--- src/wmad_pkg.sv ---
// Shared types and constants for the weighted mean absolute deviation block.
// Used by wmad_front, wmad_div, wmad_back and weighted_mean_abs_deviation.
package wmad_pkg;

  localparam int MAX_CLASSES = 256;

  localparam int MARK_W = 32;
  localparam int FREQ_W = 16;
  localparam int CNT_W  = $clog2(MAX_CLASSES + 1);
  localparam int IDX_W  = $clog2(MAX_CLASSES);
  localparam int TOT_W  = FREQ_W + CNT_W;
  localparam int WSUM_W = MARK_W + FREQ_W + CNT_W;
  localparam int PROD_W = MARK_W + FREQ_W + 1;
  localparam int DEV_W  = MARK_W + 1;
  localparam int DEVP_W = DEV_W + FREQ_W;
  localparam int DEVS_W = DEV_W + TOT_W;
  localparam int DIVD_W = DEVS_W;
  localparam int DCNT_W = $clog2(DIVD_W + 1);

  localparam int QDEPTH = 4;
  localparam int QPTR_W = $clog2(QDEPTH);

  localparam logic [1:0] ST_OK   = 2'd0;
  localparam logic [1:0] ST_ZERO = 2'd1;
  localparam logic [1:0] ST_OVF  = 2'd2;

  typedef enum logic {
    K_STORE,
    K_DROP
  } kind_t;

  typedef struct packed {
    kind_t              kind;
    logic               last;
    logic [IDX_W-1:0]   idx;
    logic [MARK_W-1:0]  mark;
    logic [FREQ_W-1:0]  freq;
  } item_t;

  typedef enum logic [2:0] {
    S_LOAD,
    S_SETTLE,
    S_CHECK,
    S_MDIV,
    S_PASS,
    S_DDIV,
    S_OUT
  } bk_state_t;

  typedef struct packed {
    logic q_nonempty;
    logic q_full;
  } fe_stat_t;

  typedef struct packed {
    logic in_load;
    logic div_busy;
  } bk_stat_t;

endpackage

--- src/wmad_front.sv ---
// Front end: accepts input transactions, assigns store slots or marks overflow,
// and queues classified items for the back end. Depends on wmad_pkg.
module wmad_front import wmad_pkg::*; (
  input  logic              clk,
  input  logic              rst,
  input  logic              s_tvalid,
  output logic              s_tready,
  input  logic [MARK_W-1:0] mark,
  input  logic [FREQ_W-1:0] freq,
  input  logic              last,
  output logic              q_valid,
  output item_t             q_item,
  input  logic              q_ready,
  output fe_stat_t          stat
);

  item_t               q_mem [QDEPTH];
  logic [QPTR_W-1:0]   wr_ptr;
  logic [QPTR_W-1:0]   rd_ptr;
  logic [QPTR_W:0]     level;
  logic [CNT_W-1:0]    count;
  logic                push;
  logic                pop;
  item_t               new_item;

  assign s_tready = (level != (QPTR_W + 1)'(QDEPTH));
  assign push     = s_tvalid && s_tready;
  assign q_valid  = (level != '0);
  assign pop      = q_valid && q_ready;
  assign q_item   = q_mem[rd_ptr];

  assign stat.q_nonempty = q_valid;
  assign stat.q_full     = !s_tready;

  always_comb begin
    new_item.kind = (count < CNT_W'(MAX_CLASSES)) ? K_STORE : K_DROP;
    new_item.last = last;
    new_item.idx  = count[IDX_W-1:0];
    new_item.mark = mark;
    new_item.freq = freq;
  end

  always_ff @(posedge clk) begin
    if (push) begin
      q_mem[wr_ptr] <= new_item;
    end
  end

  always_ff @(posedge clk) begin
    if (rst) begin
      wr_ptr <= '0;
      rd_ptr <= '0;
      level  <= '0;
      count  <= '0;
    end else begin
      if (push) begin
        wr_ptr <= wr_ptr + 1'b1;
        // The slot counter restarts with each data set.
        if (last) begin
          count <= '0;
        end else if (new_item.kind == K_STORE) begin
          count <= count + 1'b1;
        end
      end
      if (pop) begin
        rd_ptr <= rd_ptr + 1'b1;
      end
      if (push && !pop) begin
        level <= level + 1'b1;
      end else if (pop && !push) begin
        level <= level - 1'b1;
      end
    end
  end

endmodule

--- config.mk ---
export PLATFORM = sky130hd
export DESIGN_NAME = wmad_front
export DESIGN_NICKNAME = d
export VERILOG_FILES = /design/src/wmad_pkg.sv /design/src/wmad_front.sv
export SDC_FILE = /design/constraint.sdc
export NUM_CORES = 1
export LEC_CHECK = 0
export BUFFER_PORTS_ARGS = -buffer_cell sky130_fd_sc_hd__buf_2
export CELL_PAD_IN_SITES_DETAIL_PLACEMENT = 1
export CELL_PAD_IN_SITES_GLOBAL_PLACEMENT = 2
export CORE_MARGIN = 2
export CORE_UTILIZATION = 48
export CTS_CLUSTER_DIAMETER = 40
export DETAILED_ROUTE_END_ITERATION = 8
export GPL_TIMING_DRIVEN = 0
export PLACE_DENSITY = 0.83
export SLEW_MARGIN = 15
export SYNTH_ARGS = -nofsm -noshare
export SYNTH_HDL_FRONTEND = slang
export SYNTH_SLANG_ARGS = --single-unit
--- constraint.sdc ---
create_clock -name clk -period 4.8 [get_ports clk]
set_input_delay 0.24 -clock clk [delete_from_list [all_inputs] [get_ports clk]]
set_output_delay 0.24 -clock clk [all_outputs]
set_load 0.005 [all_outputs]
==> summary.md <==
| Metric | Value |
|---|---|
| Switching Share | `25.1%` |
| Yosys synthesis warning count | `0` |
| TritonCTS Buffers | `36` |
| Grt ovf | `0` |
| Synth top area cells | `edfxtp_1 75%, mux4_2 14%, dfxtp_1 3.9%, ha_1 0.81%, xor2_1 0.57%` |
| Antenna-violating nets left | `0` |
| Core area | `between 15000 and 20000 sq um` |
| Critical path capture point type | `primary output` |
| Die ar. | `a little over 20000 sq um` |
| Hold/Removal Path Class | `input port to flop` |
| DRC | `0` |
| Clk pwr share | `39.1%` |
| Area leader, netlist | `edfxtp_1` |
| Multi-input gate area | `approximately 1800 sq um` |
| Lkg Pwr | `4.14 nW` |
| Cell family with most CP delay | `buffers and inverters` |
| Critical-path cell list | `buf_1 -> clkbuf_1 -> mux4_2 -> buf_2` |
| Cell Area, Synth | `~9000 sq um` |
| Flops & latches, synth | `250` |
| IO Port Bufs | `114` |
| CP max stage cell | `clkbuf_1` |
| Area grow syn2layout | `29.0%` |
| Final instance area | `about 12000 sq um` |
| Skew-Pair Late Insertion Delay | `roughly 0.5 ns` |
| Fillcell total | `1578` |
| Worst Skew | `~0.0094 ns` |
| Startpoint Class | `flop` |
| Place WS | `between 2 and 2.5 ns` |
| Total track usage | `19.5%` |
| Maximum number of pins on one net before global-route repair | `43` |
| Post-synthesis sequential area ratio | `about four fifths` |
| PwrDens | `555 nW/um^2` |
| Fin crit share | `slightly below 60%` |
| Hold Vio Cnt, Final | `0` |
| Slew Limit Fails | `0` |
| Critical path buffers and inverters | `3` |
| Final worst-path setup slack | `around 2 ns` |
| Post-Route WL | `approximately 19 mm` |
| Status | `complete, no violations` |
| Logic pwr share | `about a fifth` |
| Setup CP Type | `flop to primary output` |
| Post-synth EDFFs | `232` |
| H-tree depth | `2` |
| Max cap viols | `0` |
| Antenna diodes | `0` |
| Setup bufs post-CTS | `0` |
| Per-instance average area after synthesis | `23.1 sq um` |
| Gate count of the mapped netlist | `399` |
| Critical path arrival | `2.62 ns` |
| Starting Density | `a little under 50%` |
| WP data required | `around 4.6 ns` |
| Net Sw Power | `approximately 1.7 mW` |
| Yosys cell types | `31` |
| RSZ-0062 raised after global routing | `no` |
| Die H | `143 microns` |
| DR WL/cell | `~22 microns` |
| CTS tree | `yes` |
| Slew at the pin with the worst max-slew slack | `approximately 0.74 ns` |
| Placed Area | `10200 sq um` |
| DP HPWL | `between 10 and 15 mm` |
| Ys flop type | `edfxtp_1` |
| CTS max path bufs | `3` |
| P_int | `4.95 mW` |
| Worst Path Max Fanout | `10` |
| Syn nets | `459` |
| Setup tns final | `0 ns` |
| Nets | `roughly 660` |
| Final-report setup violation count | `0` |
| DRT iter0 DRCs | `around 180` |
| Share of the synthesized area in the top cell type | `approximately 75%` |
| First-pass GRT wire length | `approximately 30 mm` |
| Sequential share of power | `between 40% and 50%` |
| DRT Pass-1 Iters | `4` |
| # clock sinks | `250` |
| Global placer's final weighted congestion | `between 0.6 and 0.7` |
| Synth async-reset ratio | `0%` |
| Vias/cell | `around 5.4` |
| Via count | `4668` |
| Initial antenna violation count | `0` |
| FP Rows | `50` |
| Tmin final | `2.86 ns` |
| Rel. slew slack | `between 50% and 60%` |
| Vias in the first global route | `between 5000 and 6000` |
| I/O pins | `115` |
| Proportion of layout cells with a drive suffix above 1 | `roughly two fifths` |
| VDD IR max | `about 0.00035 V` |
| Register area | `around 7300 sq um` |
| CTS root buffer | `clkbuf_16` |
| Die W | `roughly 140 microns` |
| Peak Freq | `0.350 GHz` |
| Clock-pin slew on the worst setup and hold paths | `~0.06 ns` |
| CP peak stage delay | `0.59 ns` |
-- path summary, 6_finish.rpt --
check / start / endpoint / slack [ns] / cells after the start
worst max-delay path: flop / q_item[48] / 1.94 / 4
worst min-delay path: rst / count[7] / 0.05 / 3
worst max register to register: level[0] / level[2] / 2.45 / 8
worst min register to register: level[2] / level[2] / 0.50 / 2
-- state kept, by name, indices dropped and copies added (netlist names), named ones only --
register	count
level	3
rd_ptr	2
wr_ptr	2
q_mem	232
count	9
-- repair_timing --
action                                 CTS  global route
endpoints found under the hold margin  195             0
resized for setup                        0             0
hold buffers                            49             0
-- cell usage after synthesis (2+ instances only) --
cell,n
buf_6,2
nand2_1,5
buf_1,2
edfxtp_1,232
or3_1,6
xor2_1,6
inv_1,4
buf_4,2
ha_1,6
nand4_1,3
a21oi_1,4
o21ai_0,5
dfxtp_1,18
mux2i_1,2
and3_2,4
nand3_1,4
nor2_1,11
buf_2,5
mux4_2,58
clkbuf_1,6
a21oi_2,4
-- power by group through the flow --
stage | clock network [mW] | registers (mW) | logic, mW
4_1_cts | 2.64 | 2.71 | 1.34
2_1_floorplan | 0 | 2.73 | 0.786
6_report | 2.59 | 2.71 | 1.31
5_1_grt | 2.72 | 2.74 | 1.44
3_3_place_gp | 0 | 2.75 | 1.24
3_5_place_dp | 0 | 2.76 | 1.30
-- layout by cell type (no fill, tap or decap), drive strengths merged --
cell type / instances
edfxtp: 232
buf: 129
mux4: 58
clkbuf: 50
dlygate4sd3: 49
dfxtp: 18
nor2: 11
inv: 9
clkinv: 9
a21oi: 8
or3: 7
xor2: 6
ha: 6
nand2: 5
o21ai: 5
and3: 5
nand3: 4
clkinvlp: 4
nand4: 3
bufinv: 3
mux2i: 2
or3b: 2
and2: 1
nand2b: 1
a21o: 1
xnor2: 1
and4: 1
fa: 1
-- cells by family after synthesis --
kind of cell,Yosys count,share of synthesized area [%]
and+or+nand+nor,40,2.40
muxes,60,14.4
DFF,250,79.3
AOI/OAI and AO/OA,14,1.03
adders and majority gates,7,1.03
xor gates and xnor gates,7,0.664
buffers and inverters,21,1.17
-- metrics by stage --
| stage | cells | total power [mW] | hold WS (ns) | utilization (%) |
|---|---|---|---|---|
| after floorplan | 399 | 3.52 | 0.339 | - |
| after global placement | 747 | 3.98 | 0.449 | 53.8 |
| after detailed placement | 751 | 4.06 | 0.457 | 54.5 |
| after CTS | 865 | 6.69 | 0.0388 | 63.5 |
| after global routing | 865 | 6.90 | 0.0614 | 63.5 |
| final | 865 | 6.61 | 0.0500 | 63.5 |
-- worst reg2reg max path: stages (launching register included) --
cell	delay, ns
dfxtp_1	0.34
or3_2	0.53
nand2_1	0.14
ha_1	0.20
inv_1	0.06
fa_1	0.37
xor2_1	0.16
or3_1	0.33
a21oi_1	0.14
-- cell type report --
class                   instances  area share (%)
plain buffers                  17           0.777
clock buffers                  44            8.24
clock inverters                21            1.85
inverters                       4           0.126
multi-input cells             128            15.2
flip-flops and latches        250            61.5
well taps                     234            2.46
repair buffers                167            9.83
-- per-layer routing --
layer | track usage, % | wire [microns] | vias up
li1 | - | - | 2082
met1 | 23.3 | 7420 | 2421
met2 | 34.5 | 10000 | 124
met3 | 4.43 | 876 | 41
met4 | 7.61 | 498 | 0
met5 | 0 | 0 | -
Note: power is estimated with default switching activity, not from simulation.
